==> src/hdl/u16550_pkg.sv <==
package u16550_pkg;

    // Default queue depth of both FIFOs
    localparam int U16550_FIFO_DEPTH = 16;

    localparam int BYTE_W = 8;

    // Kind of an input word
    typedef enum logic [1:0] {
        REQ_READ    = 2'd0,
        REQ_WRITE   = 2'd1,
        REQ_LINE_RX = 2'd2,
        REQ_LINE_TX = 2'd3
    } u16550_req_t;

    // Register offsets
    localparam logic [2:0] OFF_RBR = 3'd0;   // RBR / THR / DLL
    localparam logic [2:0] OFF_IER = 3'd1;   // IER / DLM
    localparam logic [2:0] OFF_IIR = 3'd2;   // IIR read, FCR write
    localparam logic [2:0] OFF_LCR = 3'd3;
    localparam logic [2:0] OFF_MCR = 3'd4;
    localparam logic [2:0] OFF_LSR = 3'd5;
    localparam logic [2:0] OFF_MSR = 3'd6;
    localparam logic [2:0] OFF_SCR = 3'd7;

    // Bit positions
    localparam int LCR_DLAB_IDX  = 7;
    localparam int MCR_DTR_IDX   = 0;
    localparam int MCR_RTS_IDX   = 1;
    localparam int MCR_OUT2_IDX  = 3;
    localparam int MCR_LOOP_IDX  = 4;
    localparam int IER_RX_IDX    = 0;
    localparam int IER_THRE_IDX  = 1;
    localparam int IER_LS_IDX    = 2;
    localparam int FCR_EN_IDX    = 0;
    localparam int FCR_RXCLR_IDX = 1;
    localparam int FCR_TXCLR_IDX = 2;

    // IIR and LSR read values
    localparam logic [7:0] IIR_FIFO_BITS = 8'hC0;
    localparam logic [7:0] IIR_LS        = 8'h06;
    localparam logic [7:0] IIR_RX        = 8'h04;
    localparam logic [7:0] IIR_THRE      = 8'h02;
    localparam logic [7:0] IIR_NONE      = 8'h01;
    localparam logic [7:0] LSR_DR        = 8'h01;
    localparam logic [7:0] LSR_OE        = 8'h02;
    localparam logic [7:0] LSR_TEMT      = 8'h60;

    // What the output stage needs to finish one word
    typedef struct packed {
        logic             rd_mem;    // read data comes from the receive memory
        logic [BYTE_W-1:0] rd_imm;   // read data otherwise
        logic             tx_valid;  // transmit byte comes from the transmit memory
    } u16550_issue_t;

    // Interrupt and modem pins as left by the last word
    typedef struct packed {
        logic irq;
        logic dtr;
        logic rts;
        logic out2;
    } u16550_pins_t;

endpackage

==> src/hdl/uart_16550_register_block_top.sv <==
// Register side of a 16550 UART, driven one word at a time. Each input word is
// a bus read or write at offsets 0 to 7 (tuser selects the kind), a byte arriving
// from the serial line, or the line taking the next transmit byte. Every word gives
// exactly one output word: read data, the transmit byte when one goes to the line,
// and the interrupt request and DTR/RTS/OUT2 pins as left by that word. The block
// takes one word per clock for as long as the output side keeps up. Accepting a
// word updates the registers and starts the read of the receive or transmit FIFO
// memory; the word then waits in the middle stage until the output register is
// free and is loaded into it. Both FIFOs live in single-write, single-read
// synchronous memories of FIFO_DEPTH bytes; entries are tracked by fill count and
// read position, so no clearing pass runs after reset and words are taken at once.
// Baud timing, character timeout and modem status are not implemented (MSR reads 0).
module uart_16550_register_block_top
    import u16550_pkg::*;
#(
    parameter int FIFO_DEPTH = U16550_FIFO_DEPTH
)
(
    input  logic        clk,
    input  logic        rst_n,
    input  logic        s_axis_tvalid,
    output logic        s_axis_tready,
    input  logic [23:0] s_axis_tdata,   // reg_offset[2:0], write_data[10:3], line_byte[18:11]
    input  logic [1:0]  s_axis_tuser,   // req_type[1:0]
    output logic        m_axis_tvalid,
    input  logic        m_axis_tready,
    output logic [23:0] m_axis_tdata    // read_data[7:0], tx_valid[8], tx_byte[16:9],
                                        // irq[17], dtr_out[18], rts_out[19], out2_out[20]
);

    localparam int PTR_W = (FIFO_DEPTH > 1) ? $clog2(FIFO_DEPTH) : 1;

    logic              accept;
    logic              p_adv;
    logic              p_valid_reg;
    u16550_issue_t     p_issue_reg;
    u16550_issue_t     issue;
    u16550_pins_t      pins;

    logic              out_valid_reg;
    logic [BYTE_W-1:0] out_read_data_reg;
    logic              out_tx_valid_reg;
    logic [BYTE_W-1:0] out_tx_byte_reg;
    u16550_pins_t      out_pins_reg;

    logic              rx_rd_en, rx_wr_en, tx_rd_en, tx_wr_en;
    logic [PTR_W-1:0]  rx_rd_addr, rx_wr_addr, tx_rd_addr, tx_wr_addr;
    logic [BYTE_W-1:0] rx_wr_data, tx_wr_data, rx_rdata, tx_rdata;

    // The middle stage moves on when the output register is free or being emptied
    assign p_adv         = !out_valid_reg || m_axis_tready;
    assign s_axis_tready = !p_valid_reg || p_adv;
    assign accept        = s_axis_tvalid && s_axis_tready;

    u16550_ctrl #(
        .FIFO_DEPTH (FIFO_DEPTH)
    ) u_ctrl (
        .clk        (clk),
        .rst_n      (rst_n),
        .accept     (accept),
        .req        (u16550_req_t'(s_axis_tuser[1:0])),
        .offset     (s_axis_tdata[2:0]),
        .wdata      (s_axis_tdata[10:3]),
        .line_byte  (s_axis_tdata[18:11]),
        .tx_rdata   (tx_rdata),
        .issue      (issue),
        .pins       (pins),
        .rx_rd_en   (rx_rd_en),
        .rx_rd_addr (rx_rd_addr),
        .rx_wr_en   (rx_wr_en),
        .rx_wr_addr (rx_wr_addr),
        .rx_wr_data (rx_wr_data),
        .tx_rd_en   (tx_rd_en),
        .tx_rd_addr (tx_rd_addr),
        .tx_wr_en   (tx_wr_en),
        .tx_wr_addr (tx_wr_addr),
        .tx_wr_data (tx_wr_data)
    );

    // Receive FIFO storage
    u16550_ram #(
        .DEPTH (FIFO_DEPTH)
    ) u_rx_ram (
        .clk   (clk),
        .we    (rx_wr_en),
        .waddr (rx_wr_addr),
        .wdata (rx_wr_data),
        .re    (rx_rd_en),
        .raddr (rx_rd_addr),
        .rdata (rx_rdata)
    );

    // Transmit FIFO storage
    u16550_ram #(
        .DEPTH (FIFO_DEPTH)
    ) u_tx_ram (
        .clk   (clk),
        .we    (tx_wr_en),
        .waddr (tx_wr_addr),
        .wdata (tx_wr_data),
        .re    (tx_rd_en),
        .raddr (tx_rd_addr),
        .rdata (tx_rdata)
    );

    always_ff @(posedge clk or negedge rst_n)
    begin
        if (!rst_n)
        begin
            p_valid_reg   <= 1'b0;
            out_valid_reg <= 1'b0;
        end
        else
        begin
            if (accept)
            begin
                p_valid_reg <= 1'b1;
            end
            else if (p_adv)
            begin
                p_valid_reg <= 1'b0;
            end
            if (p_adv)
            begin
                out_valid_reg <= p_valid_reg;
            end
        end
    end

    // Memory read data is held until the next accepted word, so finish the word here.
    // The pins reflect the state this word left: the next word updates it on this edge.
    always_ff @(posedge clk)
    begin
        if (accept)
        begin
            p_issue_reg <= issue;
        end
        if (p_adv && p_valid_reg)
        begin
            out_read_data_reg <= p_issue_reg.rd_mem ? rx_rdata : p_issue_reg.rd_imm;
            out_tx_valid_reg  <= p_issue_reg.tx_valid;
            out_tx_byte_reg   <= p_issue_reg.tx_valid ? tx_rdata : '0;
            out_pins_reg      <= pins;
        end
    end

    assign m_axis_tvalid = out_valid_reg;
    assign m_axis_tdata  = {3'b000,
                            out_pins_reg.out2,
                            out_pins_reg.rts,
                            out_pins_reg.dtr,
                            out_pins_reg.irq,
                            out_tx_byte_reg,
                            out_tx_valid_reg,
                            out_read_data_reg};

    a_stall_means_full: assert property (@(posedge clk) disable iff (!rst_n)
        !s_axis_tready |-> p_valid_reg && m_axis_tvalid)
        else $error("input held off with a free stage");

    a_stage_held: assert property (@(posedge clk) disable iff (!rst_n)
        p_valid_reg && !p_adv |=> p_valid_reg)
        else $error("stalled word dropped from middle stage");

    a_accept_loads: assert property (@(posedge clk) disable iff (!rst_n)
        accept |=> p_valid_reg)
        else $error("accepted word not in middle stage");

endmodule

==> src/hdl/u16550_ram.sv <==
module u16550_ram
    import u16550_pkg::*;
#(
    parameter int  DEPTH  = U16550_FIFO_DEPTH,
    localparam int ADDR_W = (DEPTH > 1) ? $clog2(DEPTH) : 1
)
(
    input  logic              clk,
    input  logic              we,
    input  logic [ADDR_W-1:0] waddr,
    input  logic [BYTE_W-1:0] wdata,
    input  logic              re,
    input  logic [ADDR_W-1:0] raddr,
    output logic [BYTE_W-1:0] rdata
);

    logic [BYTE_W-1:0] mem [DEPTH];

    // Write first: a read of the entry being written returns the new byte
    always_ff @(posedge clk)
    begin
        if (we)
        begin
            mem[waddr] <= wdata;
        end
        if (re)
        begin
            rdata <= (we && (waddr == raddr)) ? wdata : mem[raddr];
        end
    end

endmodule

==> src/hdl/u16550_ctrl.sv <==
module u16550_ctrl
    import u16550_pkg::*;
#(
    parameter int  FIFO_DEPTH = U16550_FIFO_DEPTH,
    localparam int PTR_W      = (FIFO_DEPTH > 1) ? $clog2(FIFO_DEPTH) : 1,
    localparam int LVL_W      = $clog2(FIFO_DEPTH + 1)
)
(
    input  logic              clk,
    input  logic              rst_n,
    input  logic              accept,
    input  u16550_req_t       req,
    input  logic [2:0]        offset,
    input  logic [BYTE_W-1:0] wdata,
    input  logic [BYTE_W-1:0] line_byte,
    input  logic [BYTE_W-1:0] tx_rdata,
    output u16550_issue_t     issue,
    output u16550_pins_t      pins,
    output logic              rx_rd_en,
    output logic [PTR_W-1:0]  rx_rd_addr,
    output logic              rx_wr_en,
    output logic [PTR_W-1:0]  rx_wr_addr,
    output logic [BYTE_W-1:0] rx_wr_data,
    output logic              tx_rd_en,
    output logic [PTR_W-1:0]  tx_rd_addr,
    output logic              tx_wr_en,
    output logic [PTR_W-1:0]  tx_wr_addr,
    output logic [BYTE_W-1:0] tx_wr_data
);

    localparam int SUM_W = LVL_W + 1;
    localparam int T4    = (FIFO_DEPTH < 4)  ? FIFO_DEPTH : 4;
    localparam int T8    = (FIFO_DEPTH < 8)  ? FIFO_DEPTH : 8;
    localparam int T14   = (FIFO_DEPTH < 14) ? FIFO_DEPTH : 14;

    logic [LVL_W-1:0]  rx_level_reg, rx_level_next;
    logic [PTR_W-1:0]  rx_rpos_reg, rx_rpos_next;
    logic [LVL_W-1:0]  tx_level_reg, tx_level_next;
    logic [PTR_W-1:0]  tx_rpos_reg, tx_rpos_next;
    logic [3:0]        ier_reg, ier_next;
    logic [7:0]        lcr_reg, lcr_next;
    logic [4:0]        mcr_reg, mcr_next;
    logic [15:0]       div_reg, div_next;
    logic [7:0]        scr_reg, scr_next;
    logic              fifo_en_reg, fifo_en_next;
    logic [1:0]        trig_sel_reg, trig_sel_next;
    logic              ovr_reg, ovr_next;
    logic              thre_reg, thre_next;

    // Receive write held back to the next cycle: loopback data comes out of the tx memory
    logic              wrp_valid_reg, wrp_valid_next;
    logic [PTR_W-1:0]  wrp_addr_reg, wrp_addr_next;
    logic [BYTE_W-1:0] wrp_data_reg, wrp_data_next;
    logic              wrp_from_tx_reg, wrp_from_tx_next;

    logic              dlab, loop;
    logic [LVL_W-1:0]  cap, trig;
    logic              ls_src, rx_src, th_src;
    logic [7:0]        fifo_bits;
    logic [SUM_W-1:0]  rx_sum, tx_sum;
    logic [PTR_W-1:0]  rx_wpos, tx_wpos, rx_rpos_inc, tx_rpos_inc;
    logic              push_req, push_from_tx;
    logic [BYTE_W-1:0] push_data;

    assign dlab = lcr_reg[LCR_DLAB_IDX];
    assign loop = mcr_reg[MCR_LOOP_IDX];
    assign cap  = fifo_en_reg ? LVL_W'(FIFO_DEPTH) : LVL_W'(1);

    always_comb
    begin
        trig = LVL_W'(1);
        if (fifo_en_reg)
        begin
            unique case (trig_sel_reg)
                2'd0: trig = LVL_W'(1);
                2'd1: trig = LVL_W'(T4);
                2'd2: trig = LVL_W'(T8);
                2'd3: trig = LVL_W'(T14);
            endcase
        end
    end

    assign ls_src    = ier_reg[IER_LS_IDX] && ovr_reg;
    assign rx_src    = ier_reg[IER_RX_IDX] && (rx_level_reg != '0) && (rx_level_reg >= trig);
    assign th_src    = ier_reg[IER_THRE_IDX] && thre_reg;
    assign fifo_bits = fifo_en_reg ? IIR_FIFO_BITS : 8'h00;

    // Write position: read position plus fill, wrapped once
    assign rx_sum  = SUM_W'(rx_rpos_reg) + SUM_W'(rx_level_reg);
    assign tx_sum  = SUM_W'(tx_rpos_reg) + SUM_W'(tx_level_reg);
    assign rx_wpos = (rx_sum >= SUM_W'(FIFO_DEPTH)) ? PTR_W'(rx_sum - SUM_W'(FIFO_DEPTH))
                                                    : PTR_W'(rx_sum);
    assign tx_wpos = (tx_sum >= SUM_W'(FIFO_DEPTH)) ? PTR_W'(tx_sum - SUM_W'(FIFO_DEPTH))
                                                    : PTR_W'(tx_sum);
    assign rx_rpos_inc = (rx_rpos_reg == PTR_W'(FIFO_DEPTH - 1)) ? '0 : rx_rpos_reg + 1'b1;
    assign tx_rpos_inc = (tx_rpos_reg == PTR_W'(FIFO_DEPTH - 1)) ? '0 : tx_rpos_reg + 1'b1;

    always_comb
    begin
        rx_level_next    = rx_level_reg;
        rx_rpos_next     = rx_rpos_reg;
        tx_level_next    = tx_level_reg;
        tx_rpos_next     = tx_rpos_reg;
        ier_next         = ier_reg;
        lcr_next         = lcr_reg;
        mcr_next         = mcr_reg;
        div_next         = div_reg;
        scr_next         = scr_reg;
        fifo_en_next     = fifo_en_reg;
        trig_sel_next    = trig_sel_reg;
        ovr_next         = ovr_reg;
        thre_next        = thre_reg;
        issue            = '0;
        rx_rd_en         = 1'b0;
        tx_rd_en         = 1'b0;
        tx_wr_en         = 1'b0;
        push_req         = 1'b0;
        push_data        = wdata;
        push_from_tx     = 1'b0;
        wrp_valid_next   = 1'b0;
        wrp_addr_next    = rx_wpos;
        wrp_data_next    = wdata;
        wrp_from_tx_next = 1'b0;

        if (accept)
        begin
            unique case (req)
                REQ_READ:
                begin
                    unique case (offset)
                        OFF_RBR:
                        begin
                            if (dlab)
                            begin
                                issue.rd_imm = div_reg[7:0];
                            end
                            else if (rx_level_reg != '0)
                            begin
                                issue.rd_mem  = 1'b1;
                                rx_rd_en      = 1'b1;
                                rx_rpos_next  = rx_rpos_inc;
                                rx_level_next = rx_level_reg - 1'b1;
                            end
                        end
                        OFF_IER:
                        begin
                            issue.rd_imm = dlab ? div_reg[15:8] : {4'b0000, ier_reg};
                        end
                        OFF_IIR:
                        begin
                            priority if (ls_src)
                            begin
                                issue.rd_imm = fifo_bits | IIR_LS;
                            end
                            else if (rx_src)
                            begin
                                issue.rd_imm = fifo_bits | IIR_RX;
                            end
                            else if (th_src)
                            begin
                                issue.rd_imm = fifo_bits | IIR_THRE;
                                thre_next    = 1'b0;
                            end
                            else
                            begin
                                issue.rd_imm = fifo_bits | IIR_NONE;
                            end
                        end
                        OFF_LCR: issue.rd_imm = lcr_reg;
                        OFF_MCR: issue.rd_imm = {3'b000, mcr_reg};
                        OFF_LSR:
                        begin
                            issue.rd_imm = ((rx_level_reg != '0) ? LSR_DR : 8'h00)
                                         | (ovr_reg ? LSR_OE : 8'h00)
                                         | ((tx_level_reg == '0) ? LSR_TEMT : 8'h00);
                            ovr_next     = 1'b0;
                        end
                        OFF_MSR: issue.rd_imm = 8'h00;
                        OFF_SCR: issue.rd_imm = scr_reg;
                    endcase
                end
                REQ_WRITE:
                begin
                    unique case (offset)
                        OFF_RBR:
                        begin
                            if (dlab)
                            begin
                                div_next[7:0] = wdata;
                            end
                            else if (loop)
                            begin
                                push_req  = 1'b1;
                                push_data = wdata;
                                thre_next = 1'b1;
                            end
                            else
                            begin
                                if (tx_level_reg < cap)
                                begin
                                    tx_wr_en      = 1'b1;
                                    tx_level_next = tx_level_reg + 1'b1;
                                end
                                thre_next = 1'b0;
                            end
                        end
                        OFF_IER:
                        begin
                            if (dlab)
                            begin
                                div_next[15:8] = wdata;
                            end
                            else
                            begin
                                if (wdata[IER_THRE_IDX] && !ier_reg[IER_THRE_IDX]
                                    && (tx_level_reg == '0))
                                begin
                                    thre_next = 1'b1;
                                end
                                ier_next = wdata[3:0];
                            end
                        end
                        OFF_IIR:
                        begin
                            // Changing the enable empties both queues
                            if (wdata[FCR_EN_IDX] != fifo_en_reg)
                            begin
                                rx_level_next = '0;
                                rx_rpos_next  = '0;
                                if (tx_level_reg != '0)
                                begin
                                    thre_next = 1'b1;
                                end
                                tx_level_next = '0;
                                tx_rpos_next  = '0;
                            end
                            if (wdata[FCR_EN_IDX] && wdata[FCR_RXCLR_IDX])
                            begin
                                rx_level_next = '0;
                                rx_rpos_next  = '0;
                            end
                            if (wdata[FCR_EN_IDX] && wdata[FCR_TXCLR_IDX])
                            begin
                                tx_level_next = '0;
                                tx_rpos_next  = '0;
                                thre_next     = 1'b1;
                            end
                            fifo_en_next  = wdata[FCR_EN_IDX];
                            trig_sel_next = wdata[7:6];
                        end
                        OFF_LCR: lcr_next = wdata;
                        OFF_MCR: mcr_next = wdata[4:0];
                        OFF_LSR:
                        begin
                        end
                        OFF_MSR:
                        begin
                        end
                        OFF_SCR: scr_next = wdata;
                    endcase
                end
                REQ_LINE_RX:
                begin
                    if (!loop)
                    begin
                        push_req  = 1'b1;
                        push_data = line_byte;
                    end
                end
                REQ_LINE_TX:
                begin
                    if (tx_level_reg != '0)
                    begin
                        tx_rd_en      = 1'b1;
                        tx_rpos_next  = tx_rpos_inc;
                        tx_level_next = tx_level_reg - 1'b1;
                        if (tx_level_reg == LVL_W'(1))
                        begin
                            thre_next = 1'b1;
                        end
                        if (loop)
                        begin
                            push_req     = 1'b1;
                            push_from_tx = 1'b1;
                        end
                        else
                        begin
                            issue.tx_valid = 1'b1;
                        end
                    end
                end
            endcase
        end

        // Receive push: append, or overrun (overwrite the held byte when FIFOs are off)
        if (push_req)
        begin
            wrp_data_next    = push_data;
            wrp_from_tx_next = push_from_tx;
            if (rx_level_reg < cap)
            begin
                wrp_valid_next = 1'b1;
                wrp_addr_next  = rx_wpos;
                rx_level_next  = rx_level_reg + 1'b1;
            end
            else
            begin
                ovr_next = 1'b1;
                if (!fifo_en_reg)
                begin
                    wrp_valid_next = 1'b1;
                    wrp_addr_next  = rx_rpos_reg;
                end
            end
        end
    end

    always_ff @(posedge clk or negedge rst_n)
    begin
        if (!rst_n)
        begin
            rx_level_reg  <= '0;
            rx_rpos_reg   <= '0;
            tx_level_reg  <= '0;
            tx_rpos_reg   <= '0;
            ier_reg       <= '0;
            lcr_reg       <= '0;
            mcr_reg       <= '0;
            div_reg       <= '0;
            scr_reg       <= '0;
            fifo_en_reg   <= 1'b0;
            trig_sel_reg  <= '0;
            ovr_reg       <= 1'b0;
            thre_reg      <= 1'b0;
            wrp_valid_reg <= 1'b0;
        end
        else
        begin
            rx_level_reg  <= rx_level_next;
            rx_rpos_reg   <= rx_rpos_next;
            tx_level_reg  <= tx_level_next;
            tx_rpos_reg   <= tx_rpos_next;
            ier_reg       <= ier_next;
            lcr_reg       <= lcr_next;
            mcr_reg       <= mcr_next;
            div_reg       <= div_next;
            scr_reg       <= scr_next;
            fifo_en_reg   <= fifo_en_next;
            trig_sel_reg  <= trig_sel_next;
            ovr_reg       <= ovr_next;
            thre_reg      <= thre_next;
            wrp_valid_reg <= wrp_valid_next;
        end
    end

    always_ff @(posedge clk)
    begin
        wrp_addr_reg    <= wrp_addr_next;
        wrp_data_reg    <= wrp_data_next;
        wrp_from_tx_reg <= wrp_from_tx_next;
    end

    assign rx_rd_addr = rx_rpos_reg;
    assign rx_wr_en   = wrp_valid_reg;
    assign rx_wr_addr = wrp_addr_reg;
    assign rx_wr_data = wrp_from_tx_reg ? tx_rdata : wrp_data_reg;
    assign tx_rd_addr = tx_rpos_reg;
    assign tx_wr_addr = tx_wpos;
    assign tx_wr_data = wdata;

    assign pins.irq  = ls_src || rx_src || th_src;
    assign pins.dtr  = !loop && mcr_reg[MCR_DTR_IDX];
    assign pins.rts  = !loop && mcr_reg[MCR_RTS_IDX];
    assign pins.out2 = !loop && mcr_reg[MCR_OUT2_IDX];

    a_rx_level_cap: assert property (@(posedge clk) disable iff (!rst_n)
        rx_level_reg <= cap)
        else $error("receive fill above capacity");

    a_tx_level_cap: assert property (@(posedge clk) disable iff (!rst_n)
        tx_level_reg <= cap)
        else $error("transmit fill above capacity");

    a_lsr_clears_ovr: assert property (@(posedge clk) disable iff (!rst_n)
        accept && (req == REQ_READ) && (offset == OFF_LSR) |=> !ovr_reg)
        else $error("overrun survived an LSR read");

    a_thr_clears_thre: assert property (@(posedge clk) disable iff (!rst_n)
        accept && (req == REQ_WRITE) && (offset == OFF_RBR) && !dlab && !loop
        |=> !thre_reg)
        else $error("THR empty pending after a THR write");

endmodule

==> config.mk <==
export PLATFORM = sky130hd
export DESIGN_NAME = uart_16550_register_block_top
export DESIGN_NICKNAME = d
export VERILOG_FILES = /design/src/hdl/u16550_pkg.sv /design/src/hdl/uart_16550_register_block_top.sv /design/src/hdl/u16550_ram.sv /design/src/hdl/u16550_ctrl.sv
export SDC_FILE = /design/constraint.sdc
export NUM_CORES = 1
export LEC_CHECK = 0
export BUFFER_PORTS_ARGS = -buffer_cell sky130_fd_sc_hd__buf_2
export CORE_MARGIN = 2
export CORE_UTILIZATION = 51
export DETAILED_ROUTE_END_ITERATION = 8
export PLACE_DENSITY = 0.74
export SYNTH_ARGS = -nofsm -noshare
export SYNTH_HDL_FRONTEND = slang
export SYNTH_SLANG_ARGS = --single-unit
==> constraint.sdc <==
create_clock -name clk -period 4.2 [get_ports clk]
set_input_delay 0.63 -clock clk [delete_from_list [all_inputs] [get_ports clk]]
set_output_delay 0.63 -clock clk [all_outputs]
set_load 0.005 [all_outputs]
======== Word-level counts from Yosys, hierarchy flattened ========
Memory sizes are Yosys's and may differ from the RTL's. A register that Yosys moved wholly into a read port is not among the register bits.
Index checks and enable logic that the tools add are counted.
word-level totals
  bits in registers ....................... 111
  memory bits (writable) .................. 256
  input bits .............................. 30
  output and inout port bits .............. 26
  word-level logic and storage cells ...... 236
  memories kept ........................... 2
memory list
  memory        words  width  rd ports  clocked after memory_dff  write ports  RTL line          RTL
  u_rx_ram.mem  16     8      1         1                         1            u16550_ram.sv:17  logic [BYTE_W-1:0] mem [DEPTH];
  u_tx_ram.mem  16     8      1         1                         1            u16550_ram.sv:17
operators by class
  $add $sub $neg .......................... 10
  $lt $le $gt $ge ......................... 5
  equal/unequal tests ..................... 38
  mux-type cells .......................... 104
  bitwise gates (word level) .............. 3
  reduce and logical (&&, ||, !) cells .... 44
operator list
  kind                   number
  $mux W5                17
  $mux W8                9
  $mux W4                16
  $pmux W8 S8            1
  $mux W1                47
  $pmux W5 S2            3
  $pmux W5 S4            1
  $or A8 B8 Y8           2
  $pmux W4 S2            2
  $reduce_and A3 Y1      5
  $ne A2 B1 Y1 const B   7
  $reduce_and A14 Y1     1
  $logic_and A1 B1 Y1    13
  $add A4 B5 Y6          2
  $eq A3 B3 Y1 const B   4
  $ge A6 B5 Y1 const B   2
  $reduce_and A4 Y1      3
  $add A5 B1 Y5 const B  2
  $lt A5 B5 Y1           2
  $reduce_bool A5 Y1     2
  $sub A5 B1 Y5 const B  2
  $ne A3 B2 Y1 const B   3
  $ne A3 B3 Y1 const B   3
  $pmux W1 S3            3
  29 further kinds       52

======== Depth between registers and ports, before layout ========
Gate-level depths: netlist (run 1).
  word-level depth ........................ 10
  depth in mapped cells ................... 9
  depth with buffers taken out ............ 8

======== Cells and area by module ========
Synthesis (run 1) repeated with hierarchy kept, for this count alone.
second synthesis, totals
  cells, all modules ...................... 1037
  area, all modules ....................... 17087.6 µm²
modules (own cells, without submodules)
  module                         instances  cells each  area each (µm²)  seq. area each (µm²)
  u16550_ram                     2          242         5480.3           4083.9
  u16550_ctrl                    1          492         4892.2           1886.8
  uart_16550_register_block_top  1          61          1234.9           980.9

======== Worst setup path after synthesis (run 1) ========
OpenSTA, ideal clock, no wires.
  path kind ............................... reg-to-reg
  start point ............................. reg u_ctrl.fifo_en_reg
  end point ............................... mem u_tx_ram.mem[0][0], enable pin
  setup time .............................. 0.370 ns
  arrival time ............................ 2.784 ns
  data required time ...................... 3.830 ns
  path slack .............................. 1.046 ns
  stages on the path, launching flop included .. 9
  path buffers ............................ 1
  period minus slack after synthesis ...... 3.154 ns
  cell sequence ........................... dfrtp_1 > clkbuf_1 > inv_1 > ha_1 > or4_1 > o32a_1 > nor3_1 > or3b_1 > nor2_1
between the ends
  longest elaborated chain between the ends .. 10
ends and longest elaborated chain
  what                           RTL line            RTL
  from (decl)                    u16550_ctrl.sv:45   logic fifo_en_reg, fifo_en_next;
  from (signal assigned)         u16550_ctrl.sv:348  fifo_en_reg <= fifo_en_next;
  $mux W5                        u16550_ctrl.sv:67   assign cap = fifo_en_reg ? LVL_W'(FIFO_DEPTH) : LVL_W'(1);
  $lt A5 B5 Y1                   u16550_ctrl.sv:199  if (tx_level_reg < cap)
  $mux W1                        u16550_ctrl.sv:199
  $mux W1                        u16550_ctrl.sv:191  else if (loop)
  $mux W1                        u16550_ctrl.sv:187  if (dlab)
  $mux W1                        u16550_ctrl.sv:184  unique case (offset)
  $mux W1                        u16550_ctrl.sv:127  unique case (req)
  $mux W1                        u16550_ctrl.sv:125  if (accept)
  $mux W1                        u16550_ram.sv:22    if (we)
  $mux W1 (implied by the code)  u16550_ram.sv:24    mem[waddr] <= wdata;
  to (decl)                      u16550_ram.sv:17
Every way passes these cells.

======== Final worst setup path (run 1) ========
  start point ............................. reg u_ctrl.fifo_en_reg
  end point ............................... mem u_tx_ram.mem[15][0], enable pin
The elaborated chain is that of the path after synthesis.

==> impl_metrics.py, run 1 <==
metrics = {
    "sta": {
        "setup_total_negative_slack_ns": 0,
        "slew_viol_final": 0,
        "setup_viol": 0,
        "hold_viol": 0,
        "skew_ns": 0.0128,
        "fmax_mhz": 314,
        "rsz0062_at_grt": "false",
        "worst_pin_slew_ns": 1.11,
        "slew_headroom_pct": 25.4,
        "whs_ns": 0.134,
        "fin_crit_ns": 3.19,
        "finalCritPeriodShare_pct": 75.9,
    },
    "global_route": {
        "grt_max_degree": 44,
        "grtUsageTotal_pct": 20.4,
        "grt_pass1_vias": 8825,
        "antenna_found_initial": 0,
        "grt_overflow_total": 0,
        "grt_pass1_wl_um": 52200,
    },
    "cells_and_area": {
        "fin_util_pct": 58.0,
        "layout_commonest_cell": "edfxtp_1",
        "n_antenna_cell": 0,
        "stdcell_area_sq_um": 18300,
        "fin_nets": 1083,
        "areaGrowthSynthToFinish_pct": 12.0,
        "mostFrequentLayoutCells": "303 x edfxtp_1, 81 x mux2_2, 80 x mux4_2, 65 x dfrtp_1, 50 x nor2_1",
        "layout-drive-gt1-share_pct": 29.2,
    },
    "outcome": {
        "status": "finished, final reports clean",
    },
    "detailed_routing": {
        "via_per_inst": 6.07,
        "wl_per_cell_um": 22.8,
        "dr_total_vias": 8895,
        "antenna_left": 0,
        "drc": 0,
        "first_pass_iters": 5,
        "wl_um": 33500,
        "drt_iter0_drc": 866,
    },
    "setup_path": {
        "cp_cell_sequence": "inv_1, ha_1, or4_1, o32a_1, nor3_1, nand3_1, nor2_1",
        "critPathArrivalTime_ns": 3.34,
        "critPathKind": "register to register",
        "crit_path_end_kind": "register",
        "path_max_fanout": 8,
        "required_ns": 4.35,
        "start_kind": "register",
        "slowest_delay_ns": 0.64,
        "slowest_stage": "nor2_1",
    },
    "cts": {
        "postCtsSetupBuffers": 0,
        "htree_levels": 2,
        "clk_pin_slew_ns": 0.06,
        "cts_tree": "done",
        "cts_hold_repair.buffers": 0,
        "cts_sinks": 383,
        "cts-resized-gates": 0,
        "clk_latency_ns": 0.53,
        "cts_root_buf": "clkbuf_16",
        "cts_buffer_depth": 3,
        "numCtsBuffers": 40,
    },
    "pwr": {
        "comb_power_share_pct": 19.3,
        "p_clk_share_pct": 34.1,
        "p_seq_share_pct": 46.5,
        "peakVddDrop_v": 0.000388,
        "power.net_switching_w": 0.00268,
        "powerDensity_nw_per_um2": 544,
        "leakage_nw": 6.40,
        "intPower_w": 0.00728,
        "swShare_pct": 26.9,
        "power_w": 0.00996,
    },
    "die": {
        "die_w_um": 183,
        "start_util_pct": 51.8,
        "dieArea_sq_um": 33500,
        "dieHeight_um": 183,
        "core.rowCount": 65,
        "ios": 56,
        "core-area_sq_um": 31600,
    },
    "yosys": {
        "ys_types": 67,
        "synth_seq_cells": 383,
        "synth_ff_type": "edfxtp_1",
        "async_flop_share_pct": 17.5,
        "synth_cells": 973,
        "yosysTopAreaCellShare_pct": 55.7,
        "synth_warnings": 0,
        "synth_edf_count": 303,
        "yosysTopAreaCell": "edfxtp_1",
        "synth_top_cells_by_area": "edfxtp_1 56%, mux4_2 11%, dfrtp_1 10%",
        "synth_area_sq_um": 16300,
        "postSynthAreaPerCell_sq_um": 16.8,
        "ys_seq_area_share_pct": 67.5,
    },
    "placed_design": {
        "dpl.hpwl_um": 21800,
        "gp_congestion": 0.867,
        "post_dp_cell_area_sq_um": 17000,
        "portBuffers": 47,
    },
    "flow_run": {
        "maxCapViolations": 0,
    },
    "worst_hold_path": {
        "holdCritPathClass": "primary input to asynchronous set/reset pin",
    },
}
-- Yosys cell counts (13+ instances only) --
| library cell | count |
|---|---|
| edfxtp_1 | 303 |
| mux2_2 | 81 |
| mux4_2 | 80 |
| dfrtp_1 | 67 |
| nor2_1 | 50 |
| nand2_1 | 42 |
| clkbuf_1 | 35 |
| nand3_1 | 27 |
| o21ai_0 | 25 |
| a21oi_1 | 23 |
| ha_1 | 19 |
| inv_1 | 16 |
| dfxtp_1 | 13 |
| nor3_1 | 13 |
-- per-layer routing --
metal  global-route usage [%]  wire, um  vias to the layer above
met5                        0         0                        -
met4                     5.70       752                        0
met3                     3.49      2220                       51
met2                     32.7     16300                      346
met1                     29.3     14200                     4513
li1                         -         -                     3985
-- kinds of logic (layout without fill, tap and decap cells) --
family	after synthesis	after routing	share of synthesized area [%]
XOR/XNOR	13	13	0.697
adder cells (fa/ha/maj)	21	21	1.70
AND/OR/NAND/NOR	206	206	6.67
AO/OA/AOI/OAI	107	107	4.31
buffers and inverters	71	159	1.82
other	1	3	0.0229
flip-flops	383	383	67.5
multiplexers	171	171	17.3
-- power by group through the flow --
| stage | registers, W | clock network, W | logic, W |
|---|---|---|---|
| detailed placement | 0.00471 | 0 | 0.00191 |
| global placement | 0.00470 | 0 | 0.00188 |
| global route | 0.00468 | 0.00362 | 0.00210 |
| CTS | 0.00463 | 0.00348 | 0.00194 |
| finish | 0.00464 | 0.00340 | 0.00193 |
| floorplan | 0.00454 | 0 | 0.00155 |
-- metrics by stage --
stage / setup WS [ns] / cells
after floorplan: 1.05 / 975
after global placement: 0.837 / 1392
after detailed placement: 0.809 / 1392
after CTS: 1.05 / 1465
after global routing: 0.867 / 1465
final: 1.01 / 1465
-- worst max-delay path: cells and delay by family, from the launching register on --
family,cells,cell delay (ns)
buf+inv,1,0.12
fa+ha+maj,1,0.24
simple gates,4,1.81
flops,1,0.34
compound gates,1,0.31
-- layout make-up --
cell class	count	area [sq um]
fill	2379	13200
tap	402	503
multi-input combinational	521	5020
timing repair buffer	70	408
clock inverter	20	178
inverter	16	60.1
sequential	383	11000
clock buffer	53	1100
-- final timing paths --
check,from,slack (ns),endpoint,cells past startpoint
worst min-delay path,rst_n,0.13,m_axis_tvalid,1
min in group clk,s_axis_tdata[15],0.33,u_ctrl.wrp_data_reg[4],2
max in group asynchronous,rst_n,3.07,u_ctrl.lcr_reg[5],2
worst max register to register,u_ctrl.fifo_en_reg,1.01,u_tx_ram.mem[15][0],7
worst max-delay path,u_ctrl.fifo_en_reg,1.01,u_tx_ram.mem[15][0],7
worst min register to register,p_valid_reg,0.48,m_axis_tvalid,1
Note: power is estimated with default switching activity, not from simulation.
==> run 2, diff against run 1 <==
--- a/config.mk
+++ b/config.mk
@@ -9,7 +9,7 @@
 export CORE_MARGIN = 2
 export CORE_UTILIZATION = 51
 export DETAILED_ROUTE_END_ITERATION = 8
-export PLACE_DENSITY = 0.74
+export PLACE_DENSITY = 0.76
 export SYNTH_ARGS = -nofsm -noshare
 export SYNTH_HDL_FRONTEND = slang
 export SYNTH_SLANG_ARGS = --single-unit
==> constraint.sdc (replaced) <==
create_clock -name clk -period 2.9 [get_ports clk]
set_input_delay 0.435 -clock clk [delete_from_list [all_inputs] [get_ports clk]]
set_output_delay 0.435 -clock clk [all_outputs]
set_load 0.005 [all_outputs]
==> impl_metrics.py, run 2 (synthesized netlist as in run 1, its figures left out) <==
metrics = {
    "sta": {
        "rsz0062_at_grt": "false",
        "fmax_mhz": 357,
        "worst_pin_slew_ns": 0.851,
        "fin_crit_ns": 2.80,
        "skew_ns": 0.0158,
        "setup_total_negative_slack_ns": 0,
        "slew_headroom_pct": 43.1,
        "slew_viol_final": 0,
        "finalCritPeriodShare_pct": 96.5,
        "hold_viol": 0,
        "setup_viol": 0,
    },
    "die": {
        "core.rowCount": 65,
        "die_w_um": 183,
        "start_util_pct": 51.8,
        "core-area_sq_um": 31600,
        "dieArea_sq_um": 33500,
        "dieHeight_um": 183,
        "ios": 56,
    },
    "cells_and_area": {
        "fin_nets": 1114,
        "layout_commonest_cell": "edfxtp_1",
        "n_fill_cell": 2308,
        "fin_util_pct": 59.3,
        "areaGrowthSynthToFinish_pct": 14.4,
        "mostFrequentLayoutCells": "303 x edfxtp_1, 81 x mux2_2, 80 x mux4_2, 65 x dfrtp_1, 49 x buf_4",
        "layout-drive-gt1-share_pct": 31.6,
        "multiInputGateArea_sq_um": 5060,
        "regArea_sq_um": 11000,
        "n_antenna_cell": 0,
    },
    "setup_path": {
        "critPathKind": "register to register",
        "required_ns": 3.11,
        "path_max_fanout": 8,
        "critPathArrivalTime_ns": 3.01,
        "reg2reg_depth": 7,
        "worst_r2r_startpoint": "u_ctrl.tx_level_reg[4]",
        "r2r-end": "u_tx_ram.mem[4][0]",
        "start_kind": "register",
        "crit_path_end_kind": "register",
        "reg2reg_setup_slack_ns": 0.10,
    },
    "cts": {
        "htree_levels": 2,
        "cts_sinks": 383,
        "cts_tree": "done",
        "numCtsBuffers": 40,
        "postCtsSetupBuffers": 0,
        "clk_latency_ns": 0.53,
        "clk_pin_slew_ns": 0.06,
        "cts_root_buf": "clkbuf_16",
        "cts_buffer_depth": 3,
    },
    "worst_hold_path": {
        "worstHoldStart": "s_axis_tdata[13]",
        "holdPathStages": 2,
        "holdCritPathClass": "primary input to register",
        "whs_endpoint": "u_ctrl.wrp_data_reg[2]",
    },
    "global_route": {
        "grt_overflow_total": 0,
        "grt_pass1_vias": 9332,
        "grt_pass1_wl_um": 54200,
        "grtUsageTotal_pct": 21.2,
        "antenna_found_initial": 0,
        "grt_max_degree": 41,
    },
    "pwr": {
        "intPower_w": 0.0110,
        "comb_power_share_pct": 20.9,
        "p_seq_share_pct": 44.0,
        "power.net_switching_w": 0.00397,
        "p_clk_share_pct": 35.1,
        "leakage_nw": 6.61,
        "powerDensity_nw_per_um2": 799,
        "swShare_pct": 26.6,
        "power_w": 0.0149,
        "peakVddDrop_v": 0.000528,
    },
    "outcome": {
        "status": "finished, final reports clean",
    },
    "flow_run": {
        "maxCapViolations": 0,
    },
    "detailed_routing": {
        "via_per_inst": 6.03,
        "wl_per_cell_um": 23.2,
        "wl_um": 34600,
        "first_pass_iters": 5,
        "drc": 0,
        "drt_iter0_drc": 829,
        "dr_total_vias": 9026,
        "antenna_left": 0,
    },
    "placed_design": {
        "gp_congestion": 0.871,
        "portBuffers": 47,
        "dpl.hpwl_um": 22900,
    },
}
==> run 2: per-stage QoR <==
stage | hold slack [ns] | setup WS [ns] | std cells | instance area, sq um
2_1_floorplan | 0.139 | 0.0493 | 975 | 16400
3_3_place_gp | 0.458 | 0.125 | 1422 | 17300
3_5_place_dp | 0.487 | 0.0714 | 1422 | 17300
4_1_cts | 0.116 | 0.0683 | 1496 | 18700
5_1_grt | 0.122 | 0.0234 | 1496 | 18700
6_report | 0.132 | 0.103 | 1496 | 18700
==> run 2: power by group through the flow <==
stage	logic, W	registers [W]	clock network (W)
final	0.00312	0.00658	0.00525
after global routing	0.00341	0.00662	0.00552
after CTS	0.00315	0.00657	0.00533
after detailed placement	0.00311	0.00668	0
after global placement	0.00304	0.00667	0
after floorplan	0.00227	0.00657	0
==> run 2: how the worst max path moves through the flow <==
stage / start / endpoint / depth (start not counted)
floorplan: u_ctrl.fifo_en_reg / u_tx_ram.mem[0][0] / 8
global placement: u_ctrl.tx_level_reg[4] / u_tx_ram.mem[4][7] / 7
detailed placement: u_ctrl.tx_level_reg[4] / u_tx_ram.mem[4][7] / 7
CTS: u_ctrl.tx_level_reg[4] / u_tx_ram.mem[12][4] / 7
global route: u_ctrl.tx_level_reg[4] / u_tx_ram.mem[12][3] / 7
finish: u_ctrl.tx_level_reg[4] / u_tx_ram.mem[4][0] / 7
==> run 2: routing by layer <==
layer	vias to the layer above	wire length (um)	GRT usage, %
met2	306	17300	35.8
met3	60	1990	3.47
met5	-	0	0
li1	4036	-	-
met4	0	725	5.92
met1	4624	14600	28.8
==> run 2: final cells by class <==
cell class | instances | area share [%]
inverters | 16 | 0.321
flip-flops and latches | 383 | 59.0
repair buffers | 101 | 3.71
multi-input cells | 521 | 27.0
clock buffers | 51 | 5.79
well taps | 402 | 2.69
clock inverters | 22 | 1.44
==> run 2: what timing repair did <==
item | 4_1_cts | 5_1_grt
hold endpoints to repair | 10 | 0
hold buffers | 1 | 0
resized for setup | 0 | 1
setup endpoints to repair | 0 | 32
==> run 2: worst max-delay path: stages (launching register included) <==
cell and delay, ns:
dfrtp_1 0.44, ha_1 0.22, or4_1 0.40, o32a_1 0.33, nor3_2 0.19, buf_4 0.16
or3b_4 0.46, nor2_4 0.28
